--- src/rtl/fpa_pkg.sv ---
package fpa_pkg;

   localparam int OpW = 5;
   localparam int DataW = 32;

   localparam logic [OpW-1:0] OP_ADD     = 5'd0;
   localparam logic [OpW-1:0] OP_SUB     = 5'd1;
   localparam logic [OpW-1:0] OP_MUL     = 5'd2;
   localparam logic [OpW-1:0] OP_DIV     = 5'd3;
   localparam logic [OpW-1:0] OP_NEG     = 5'd4;
   localparam logic [OpW-1:0] OP_INC     = 5'd5;
   localparam logic [OpW-1:0] OP_DEC     = 5'd6;
   localparam logic [OpW-1:0] OP_LT      = 5'd7;
   localparam logic [OpW-1:0] OP_GT      = 5'd8;
   localparam logic [OpW-1:0] OP_LE      = 5'd9;
   localparam logic [OpW-1:0] OP_GE      = 5'd10;
   localparam logic [OpW-1:0] OP_EQ      = 5'd11;
   localparam logic [OpW-1:0] OP_NE      = 5'd12;
   localparam logic [OpW-1:0] OP_MIN     = 5'd13;
   localparam logic [OpW-1:0] OP_MAX     = 5'd14;
   localparam logic [OpW-1:0] OP_TOINT   = 5'd15;
   localparam logic [OpW-1:0] OP_FROMINT = 5'd16;

   // control carried alongside each item through the divider row
   typedef struct packed {
      logic valid;
      logic is_div;
      logic neg_q;
      logic div_zero;
   } ctl_type;

endpackage

--- src/rtl/fpa_cell.sv ---
module fpa_cell import fpa_pkg::*; #(
   parameter int DIV_W = 40
) (
   input  logic               clock,
   input  logic               reset,
   input  ctl_type            in_ctl,
   output logic               in_ready,
   input  logic [DataW-1:0]   in_val,
   input  logic [DataW-1:0]   in_bmag,
   input  logic [DataW-1:0]   in_rem,
   input  logic [DIV_W-1:0]   in_dq,
   input  logic               out_ready,
   output ctl_type            out_ctl,
   output logic [DataW-1:0]   out_val,
   output logic [DataW-1:0]   out_bmag,
   output logic [DataW-1:0]   out_rem,
   output logic [DIV_W-1:0]   out_dq
);

   ctl_type            ctl_ff;
   logic [DataW-1:0]   val_ff, bmag_ff, rem_ff, rem_in;
   logic [DIV_W-1:0]   dq_ff, dq_in;
   logic [DataW:0]     rem_sh, diff;
   logic               q_bit;

   assign in_ready = !ctl_ff.valid || out_ready;

   // one restoring step: bring down a dividend bit, subtract if it fits
   always_comb begin
      rem_sh = {in_rem, in_dq[DIV_W-1]};
      diff   = rem_sh - {1'b0, in_bmag};
      q_bit  = !diff[DataW];
      rem_in = q_bit ? diff[DataW-1:0] : rem_sh[DataW-1:0];
      dq_in  = {in_dq[DIV_W-2:0], q_bit};
   end

   always_ff @(posedge clock) begin
      if (reset) begin
         ctl_ff <= '0;
      end else if (in_ready) begin
         ctl_ff <= in_ctl;
      end
      if (in_ready) begin
         val_ff  <= in_val;
         bmag_ff <= in_bmag;
         rem_ff  <= rem_in;
         dq_ff   <= dq_in;
      end
   end

   assign out_ctl  = ctl_ff;
   assign out_val  = val_ff;
   assign out_bmag = bmag_ff;
   assign out_rem  = rem_ff;
   assign out_dq   = dq_ff;

endmodule

--- config.mk ---
export PLATFORM = sky130hd
export DESIGN_NAME = fpa_cell
export DESIGN_NICKNAME = d
export VERILOG_FILES = /design/src/rtl/fpa_pkg.sv /design/src/rtl/fpa_cell.sv
export SDC_FILE = /design/constraint.sdc
export NUM_CORES = 1
export LEC_CHECK = 0
export BUFFER_PORTS_ARGS = -buffer_cell sky130_fd_sc_hd__clkbuf_2
export CAP_MARGIN = 20
export CORE_MARGIN = 4
export CORE_UTILIZATION = 38
export DETAILED_ROUTE_END_ITERATION = 10
export HOLD_SLACK_MARGIN = 0.15
export PLACE_DENSITY_LB_ADDON = 0.2
export SYNTH_ARGS = -nofsm -noshare
export SYNTH_HDL_FRONTEND = slang
export SYNTH_SLANG_ARGS = --single-unit
--- constraint.sdc ---
create_clock -name clock -period 5.7 [get_ports clock]
set_input_delay 0.57 -clock clock [delete_from_list [all_inputs] [get_ports clock]]
set_output_delay 0.57 -clock clock [all_outputs]
set_load 0.01 [all_outputs]
==> metrics.yaml <==
status: "completed"
reg2reg_to: "out_ctl[0]"
core_mm2: 0.0173
design_area_mm2: 0.00893
netlist_top_cells_count: "edfxtp_1, a21oi_1, inv_1"
diodes: 0
synthMostInstantiatedCell: "edfxtp_1"
synth_area_leaders: "edfxtp_1, ha_1, mux2_4"
grt_max_degree: 90
dp.cells: 992
ys_seq_elements: 140
grt_antenna_before_repair: 0
grt_pass1_vias: 5183
endpoint_kind: "flop"
max_slew_margin_pct: 45.0
ir_worst_vdd_v: 0.000200
wl_per_cell_um: 17.7
fin_setup_tns_ns: 0
hold_path.class: "in -> reg"
start_kind: "primary input"
cts_sinks: 140
ys_types: 50
drive_gt1_share_pct: 44.1
yosys.area.top_type: "edfxtp_1"
std_cell_rows: 48
syn_avg_cell_area_um2: 13.6
maxCapViolations: 0
crit_type: "in -> reg"
async_flop_share_pct: 0
layout.nets: 962
ys.flop_type: "edfxtp_1"
clkSlewWorstSetupHoldPaths_ns: 0.07
max_freq_mhz: 275
num_io_pins: 284
area_growth_pct: 33.1
die_area_mm2: 0.0199
worstRegToRegCells: 4
cp_max_fo: 21
port_buffers: 283
grt_util_all_layers_pct: 18.4
antenna_left: 0
drc: 0
ys_warn_count: 0
cts_setup_buffers: 0
synth_edf_count: 136
synth_top_area_share_pct: 60.9
fin_util_pct: 51.6
period_needed_ns: 3.63
drt_iter0_drc: 283
cts_resized: 0
clk_path_buf_depth: 2
yosysSeqAreaShare_pct: 62.0
rsz0062_at_grt: "no"
insertion_delay_ns: 0.42
grt_overflow: 0
reg2reg_slack_ns: 3.79
start_util_pct: 38.8
timing.rr.start: "out_ctl[3]"
hold_ws_ns: 0.323
die_height_um: 141
finalClockSkew_ns: 0.00884
instances_no_fill: 1024
finalMaxSlewViolations: 0
crit_required_ns: 5.87
cts_buffers: 17
leakage_uw: 0.00422
hp-start: "in_dq[4]"
place_area_mm2: 0.00838
synth_nets: 670
worstHoldPathCells: 1
cts_tree: "yes"
arrival_ns: 3.80
totalWireLength_um: 18100
power_density_mw_per_mm2: 323
grt_pass1_wl_um: 28400
setup_viol: 0
dpl.hpwl_um: 14500
vias_per_cell: 4.86
place.gp.congestion: 0.840
cts_hold_buf: 0
die_w_um: 141
synth_area_mm2: 0.00671
vias: 4979
holdPathEnd: "out_dq[5]"
worst_pin_slew_ns: 0.822
syn-instance-count: 494
fin_crit_sh_pct: 63.7
root_buffer: "clkbuf_16"
cts_max_level: 4
first_pass_iters: 4
hold_viol_final: 0
## metrics by stage
step	total power, uW	worst slack, ns
after floorplan	1660	0.498
after global placement	1870	1.68
after detailed placement	1880	1.63
after CTS	2930	2.05
after global routing	3030	1.81
final	2890	2.07
## worst max path at each step
| stage | startpoint | to | slack (ns) | cells past startpoint |
|---|---|---|---|---|
| final | in_dq[39] | out_rem[21] | 2.07 | 13 |
| after CTS | in_dq[39] | out_rem[22] | 2.05 | 13 |
| after detailed placement | in_dq[39] | out_rem[22] | 1.63 | 13 |
| after global routing | in_dq[39] | out_rem[22] | 1.81 | 13 |
| after global placement | in_dq[39] | out_rem[18] | 1.68 | 13 |
| after floorplan | out_ready | out_ctl[0] | 0.50 | 4 |
## critical path: stages
cell	delay, ns
clkbuf_2	0.08
inv_1	0.04
ha_1	0.21
fa_1	0.41
nand2b_1	0.18
a21oi_1	0.22
o211ai_1	0.17
a21oi_1	0.21
o31a_2	0.19
mux2i_1	0.11
nor2_4	0.66
buf_4	0.40
mux2_4	0.33
## final cells by class
class | instances | area [um^2]
Fill cell | 1548 | 8370
Sequential cell | 140 | 4160
Multi-Input combinational cell | 303 | 2340
Timing Repair Buffer | 285 | 1440
Clock buffer | 18 | 429
Tap cell | 225 | 282
Inverter | 39 | 146
Clock inverter | 14 | 123
## power breakdown
part	total (uW)	switching [uW]	internal, uW
Sequential	1280	28.7	1250
Combinational	570	307	262
Clock	1040	466	571
Total	2890	802	2080
## layout by cell type (no fill, tap or decap), types with 3 or more instances in the layout
master and instances:
nand4_1 6, nor3_1 4, a21bo_2 3, a21o_1 18
o21ai_0 17, a21oi_1 39, xor2_1 10, nor2b_1 5
and2_1 3, xnor2_1 13, nor2_1 21, o21a_1 5
ha_1 32, and4_1 3, edfxtp_1 136, mux2_2 3
nand3_1 10, nand2_1 27, inv_6 6, and3_1 4
inv_1 39, clkbuf_2 283, mux2_4 25, o211ai_1 6
dfxtp_1 4, nand2b_1 8, a211oi_1 3, mux2i_1 8
clkinvlp_4 4, o21bai_1 5, clkbuf_16 17
## cell families after synthesis
logic type / after synthesis / share of synthesized area, %
AOI/OAI and AO/OA: 108 / 10.3
xor gates and xnor gates: 23 / 3.00
adders and majority gates: 33 / 6.26
buffers and inverters: 51 / 3.24
DFF: 140 / 62.0
muxes: 36 / 7.29
and+or+nand+nor: 103 / 7.89
## sequential cells by signal, summed over array words and instances (netlist names)
register  flops
out_rem      32
out_dq       40
out_val      32
out_bmag     32
out_ctl       4
## metal layers
| metal | GRT usage (%) | part of all wire [%] | vias to the layer above |
|---|---|---|---|
| li1 | - | - | 2435 |
| met1 | 21.2 | 40 | 2333 |
| met2 | 32.4 | 51 | 191 |
| met3 | 5.73 | 7.4 | 20 |
| met4 | 6.02 | 1.9 | 0 |
| met5 | 0 | 0 | - |
Note: power is estimated with default switching activity, not from simulation.
