## config.mk

```make
export PLATFORM = sky130hd
export DESIGN_NAME = fpa_front
export DESIGN_NICKNAME = d
export VERILOG_FILES = /design/src/rtl/fpa_pkg.sv /design/src/rtl/fpa_front.sv
export SDC_FILE = /design/constraint.sdc
export NUM_CORES = 2
export LEC_CHECK = 0
export BUFFER_PORTS_ARGS = -buffer_cell sky130_fd_sc_hd__buf_2
export CAP_MARGIN = 20
export CELL_PAD_IN_SITES_DETAIL_PLACEMENT = 0
export CELL_PAD_IN_SITES_GLOBAL_PLACEMENT = 1
export CORE_UTILIZATION = 30
export DETAILED_ROUTE_END_ITERATION = 12
export PLACE_DENSITY_LB_ADDON = 0.1
export SETUP_SLACK_MARGIN = 0.5
export SYNTH_ARGS = -nofsm -noshare
export SYNTH_HDL_FRONTEND = slang
export SYNTH_SLANG_ARGS = --single-unit
```

## constraint.sdc

```tcl
create_clock -name clock -period 21 [get_ports clock]
set_input_delay 2.1 -clock clock [delete_from_list [all_inputs] [get_ports clock]]
set_output_delay 2.1 -clock clock [all_outputs]
set_load 0.03 [all_outputs]
```

## src/rtl/fpa_pkg.sv

```systemverilog
package fpa_pkg;

   localparam int OpW = 5;
   localparam int DataW = 32;

   localparam logic [OpW-1:0] OP_ADD     = 5'd0;
   localparam logic [OpW-1:0] OP_SUB     = 5'd1;
   localparam logic [OpW-1:0] OP_MUL     = 5'd2;
   localparam logic [OpW-1:0] OP_DIV     = 5'd3;
   localparam logic [OpW-1:0] OP_NEG     = 5'd4;
   localparam logic [OpW-1:0] OP_INC     = 5'd5;
   localparam logic [OpW-1:0] OP_DEC     = 5'd6;
   localparam logic [OpW-1:0] OP_LT      = 5'd7;
   localparam logic [OpW-1:0] OP_GT      = 5'd8;
   localparam logic [OpW-1:0] OP_LE      = 5'd9;
   localparam logic [OpW-1:0] OP_GE      = 5'd10;
   localparam logic [OpW-1:0] OP_EQ      = 5'd11;
   localparam logic [OpW-1:0] OP_NE      = 5'd12;
   localparam logic [OpW-1:0] OP_MIN     = 5'd13;
   localparam logic [OpW-1:0] OP_MAX     = 5'd14;
   localparam logic [OpW-1:0] OP_TOINT   = 5'd15;
   localparam logic [OpW-1:0] OP_FROMINT = 5'd16;

   // control carried alongside each item through the divider row
   typedef struct packed {
      logic valid;
      logic is_div;
      logic neg_q;
      logic div_zero;
   } ctl_type;

endpackage

```

## src/rtl/fpa_front.sv

```systemverilog
module fpa_front import fpa_pkg::*; #(
   parameter int FRAC_BITS = 8
) (
   input  logic                          clock,
   input  logic                          reset,
   input  logic                          in_valid,
   output logic                          in_ready,
   input  logic [OpW-1:0]                in_op,
   input  logic signed [DataW-1:0]       in_a,
   input  logic signed [DataW-1:0]       in_b,
   input  logic                          out_ready,
   output ctl_type                       out_ctl,
   output logic [DataW-1:0]              out_val,
   output logic [DataW-1:0]              out_bmag,
   output logic [DataW+FRAC_BITS-1:0]    out_dq
);

   localparam int DivW = DataW + FRAC_BITS;

   ctl_type                 ctl_ff, ctl_in;
   logic [DataW-1:0]        val_ff, val_in;
   logic signed [2*DataW-1:0] prod_ff, prod_in;
   logic                    mul_ff, mul_in;
   logic [DataW-1:0]        bmag_ff, bmag_in;
   logic [DivW-1:0]         dq_ff, dq_in;
   logic [DataW-1:0]        amag;
   logic [DataW-1:0]        round_add;

   assign in_ready = !ctl_ff.valid || out_ready;

   always_comb begin
      amag      = in_a[DataW-1] ? (~in_a + 1'b1) : in_a;
      round_add = in_a[DataW-1] ? DataW'((64'd1 << FRAC_BITS) - 64'd1) : '0;
      prod_in   = in_a * in_b;
      mul_in    = (in_op == OP_MUL);
      bmag_in   = in_b[DataW-1] ? (~in_b + 1'b1) : in_b;
      dq_in     = {amag, {FRAC_BITS{1'b0}}};
      ctl_in.valid    = in_valid;
      ctl_in.is_div   = (in_op == OP_DIV);
      ctl_in.neg_q    = in_a[DataW-1] ^ in_b[DataW-1];
      ctl_in.div_zero = (in_b == '0);
      val_in = '0;
      unique case (in_op)
         OP_ADD:     val_in = in_a + in_b;
         OP_SUB:     val_in = in_a - in_b;
         OP_NEG:     val_in = -in_a;
         OP_INC:     val_in = in_a + 1;
         OP_DEC:     val_in = in_a - 1;
         OP_LT:      val_in = DataW'(in_a < in_b);
         OP_GT:      val_in = DataW'(in_a > in_b);
         OP_LE:      val_in = DataW'(in_a <= in_b);
         OP_GE:      val_in = DataW'(in_a >= in_b);
         OP_EQ:      val_in = DataW'(in_a == in_b);
         OP_NE:      val_in = DataW'(in_a != in_b);
         OP_MIN:     val_in = (in_a < in_b) ? in_a : in_b;
         OP_MAX:     val_in = (in_a > in_b) ? in_a : in_b;
         OP_TOINT:   val_in = DataW'((in_a + $signed(round_add)) >>> FRAC_BITS);
         OP_FROMINT: val_in = in_a << FRAC_BITS;
         default:    val_in = '0;
      endcase
   end

   always_ff @(posedge clock) begin
      if (reset) begin
         ctl_ff <= '0;
      end else if (in_ready) begin
         ctl_ff <= ctl_in;
      end
      if (in_ready) begin
         val_ff  <= val_in;
         prod_ff <= prod_in;
         mul_ff  <= mul_in;
         bmag_ff <= bmag_in;
         dq_ff   <= dq_in;
      end
   end

   // product scaled here, after its register
   assign out_ctl  = ctl_ff;
   assign out_val  = mul_ff ? prod_ff[FRAC_BITS+DataW-1:FRAC_BITS] : val_ff;
   assign out_bmag = bmag_ff;
   assign out_dq   = dq_ff;

endmodule

```

==> key figures <==
Run
  • Max-cap violation count: 0

Routing
  • Number of DRC markers in iteration 0: 2011
  • Final wirelength: 152000 µm
  • DRC errors left: 0
  • Total number of vias: 27851
  • Detailed-router iteration count before antenna repair: 6
  • Routed Antenna Nets: 0
  • Wire length per cell: 27.6 µm
  • Vias per cell: 5.06

GRT
  • Vias in the first global route: between 20000 and 30000
  • Met1 usage: 36.7%
  • First-pass GRT wire length: around 220000 µm
  • GRT busiest layer: met2
  • Global-route usage over all layers: 26.3%
  • GRT overflow: 0
  • GR Util met2: 43.3%
  • M3 GR Usage: 2.72%
  • Largest net degree at the start of global routing: 55
  • Antenna violations before repair: 10

Worst setup path
  • CP delay by family, top: adder cells
  • Reg2reg end: out_dq[20]
  • Slowest stage cell, crit path: a211oi_1
  • Reg2Reg Setup Slack: 19.00 ns
  • Critical path data arrival time: 10.34 ns
  • WP data required: 21.26 ns
  • R2r worst-path depth: 3
  • CP endpoint kind: flip-flop
  • CP peak stage delay: 0.71 ns
  • Reg2Reg Launch Point: out_ctl[3]
  • CP Buf/Inv Count: 8
  • CP Launch Type: input pin
  • Kind of critical path: in2reg
  • Most common cell on crit path: fa_1
  • CP max FO: 24

Timing
  • Worst hold slack: 0.466 ns
  • Final Cycle Share: 48.0%
  • Clock skew: 0.0270 ns
  • Slew Limit Headroom: 33.4%
  • Min Tclk post-route: 10.08 ns
  • Fmax: about 99 MHz
  • Fin worst setup slack: 10.92 ns
  • Final Hold Viols: 0
  • Max-slew violation count: 0
  • Final setup TNS: 0 ns
  • RSZ-0062 raised after global routing: no
  • Final setup violation count: 0
  • Pin slew with the least headroom to its limit: 0.998 ns

Worst hold path
  • Hold_sp: out_ctl[2]
  • Hold/Removal Path Class: reg2reg
  • WHS Path Cells: 2
  • WHS Endpoint: out_ctl[2]

Finish
  • Final nets: between 4000 and 5000
  • Layout cells sized above 1: 8.85%
  • Multi-input logic area: about 28000 µm²
  • Total of fill cells in the finished design: approximately 12000
  • P&R area growth vs syn: 9.01%
  • Register Area: ~4000 µm²

CTS
  • Longest Clk Path Bufs: 2
  • Total CTS buffers: 17
  • Post-CTS Resized: 0
  • Clock Latency Late Sink: about 0.52 ns
  • Htree depth: 4
  • CTS root buffer: clkbuf_16
  • Reg clk slew, reported paths: 0.08 ns
  • Hold_buf cts: 0
  • Post-CTS setup buffers: 0
  • CTS tree: built
  • Sink Count: ~130

Placed design
  • # port buffers: 173
  • Gpl congestion: 0.871
  • Pre-CTS WS: 10.40 ns
  • Detail Placement HPWL: about 120000 µm

Yosys
  • Ys Warns: 0
  • Post-synthesis xor/xnor area fraction: about 6.4%
  • Main combinational cell family by area after synthesis: adder cells
  • Asr flop ratio synth: 0%
  • Ys flop type: edfxtp_1
  • Synth Instances: around 3900
  • Post-synthesis sequential area ratio: 11.2%
  • Share of the synthesized area in the top cell type: 36.7%
  • Syn Area/Cell: 8.94 µm²
  • Post-synth EDFFs: about 130
  • Post-synth top cells: inv_1 (719), fa_1 (644), nand2_1 (426)
  • Mux contribution to synthesized area: 1.17%
  • Post-synthesis cell area: 35200 µm²
  • Post-synthesis compound-gate area fraction: 7.73%
  • Simple-Gate Fraction of Synth Area: 17.5%
  • Synthesized-area fraction occupied by adder cells: 45.4%
  • Yosys cell types: 79
  • Count leader, synth: inv_1
  • Top cells by area, synth: fa_1 (37%), edfxtp_1 (11%), ha_1 (8.8%)
  • Largest area contributor in the netlist: fa_1
  • Synth Register Bits: 133

Die
  • Row cnt: 125
  • Chip width: 344 µm
  • # IOs: between 150 and 200
  • Starting Density: 30.3%
  • Die area: around 120000 µm²
  • Chip Height: about 340 µm
  • Core area: between 100000 and 150000 µm²

Run status
  • Status: finished, final reports clean
[sequential cells by signal, indices dropped and copies added (netlist names)]
signal	flops
prod_ff	32
mul_ff	1
val_ff	32
out_bmag	32
out_ctl	4
out_dq	32
[routing by layer]
| layer | routed length [µm] | vias to the layer above |
|---|---|---|
| li1 | - | 12264 |
| met1 | 70200 | 14623 |
| met2 | 71300 | 826 |
| met3 | 6520 | 136 |
| met4 | 4140 | 2 |
| met5 | 13 | - |
[cells in the final DEF (no fill, tap or decap), types with 8 or more instances in the layout]
| master | n |
|---|---|
| a221oi_1 | 16 |
| xor2_1 | 57 |
| and2_1 | 360 |
| xnor2_1 | 201 |
| nand4_1 | 28 |
| nand2_1 | 426 |
| a222oi_1 | 17 |
| nor2b_1 | 18 |
| and3_1 | 8 |
| o21bai_1 | 11 |
| fa_1 | 644 |
| nor2_1 | 191 |
| nand3_1 | 47 |
| o21a_1 | 14 |
| a21o_1 | 31 |
| nor4_1 | 12 |
| buf_4 | 84 |
| inv_1 | 718 |
| a31oi_1 | 9 |
| clkbuf_16 | 17 |
| ha_1 | 246 |
| edfxtp_1 | 129 |
| o211ai_1 | 14 |
| o21ai_0 | 104 |
| a221o_1 | 13 |
| a211oi_1 | 11 |
| conb_1 | 8 |
| a22oi_1 | 12 |
| nand2b_1 | 33 |
| a21oi_1 | 82 |
| or3_1 | 26 |
| o221ai_1 | 8 |
| or2_2 | 9 |
| nor3_1 | 39 |
| mux2_2 | 32 |
| o22ai_1 | 12 |
| buf_2 | 173 |
[tightest hold or removal path, stage by stage, from the launching register on]
cell	delay (ns)
dfxtp_1	0.32
nand2_1	0.05
a21oi_1	0.05
[worst max path at each step]
stage | depth (start not counted) | slack, ns | to | startpoint
floorplan | 27 | 11.30 | prod_ff[37] | in_a[14]
global placement | 27 | 10.56 | prod_ff[39] | in_a[14]
detailed placement | 27 | 10.40 | prod_ff[39] | in_a[14]
CTS | 27 | 10.99 | prod_ff[39] | in_a[14]
global route | 28 | 10.48 | prod_ff[39] | in_a[1]
finish | 27 | 10.92 | prod_ff[39] | in_a[14]
[metrics by stage]
stage	utilization (%)	instance area, µm²	std cells
final	33.0	38300	5504
after global placement	32.4	37700	5470
after floorplan	-	35200	3937
after detailed placement	32.4	37700	5470
after global routing	33.0	38300	5502
after CTS	33.0	38300	5501
[cell type report]
type / instances / share of cell area, %
Multi-Input combinational cell: 2831 / 72.0
Sequential cell: 133 / 10.3
Inverter: 724 / 7.11
Tap cell: 1524 / 4.98
Timing Repair Buffer: 259 / 3.97
Clock buffer: 17 / 1.11
Clock inverter: 14 / 0.522
Antenna cell: 2 / 0.0131
[logic make-up (layout without fill, tap and decap cells)]
group           after synthesis  count (layout)
simple gates               1234            1234
buf+inv                     973            1014
fa+ha+maj                   890             890
compound gates              404             404
xor+xnor                    258             258
flops                       133             133
mux                          37              37
other cells                   1              10
Power is left out: the tool's default activity adds up to more than one toggle a clock period on the data nets, which glitch-free logic cannot reach.
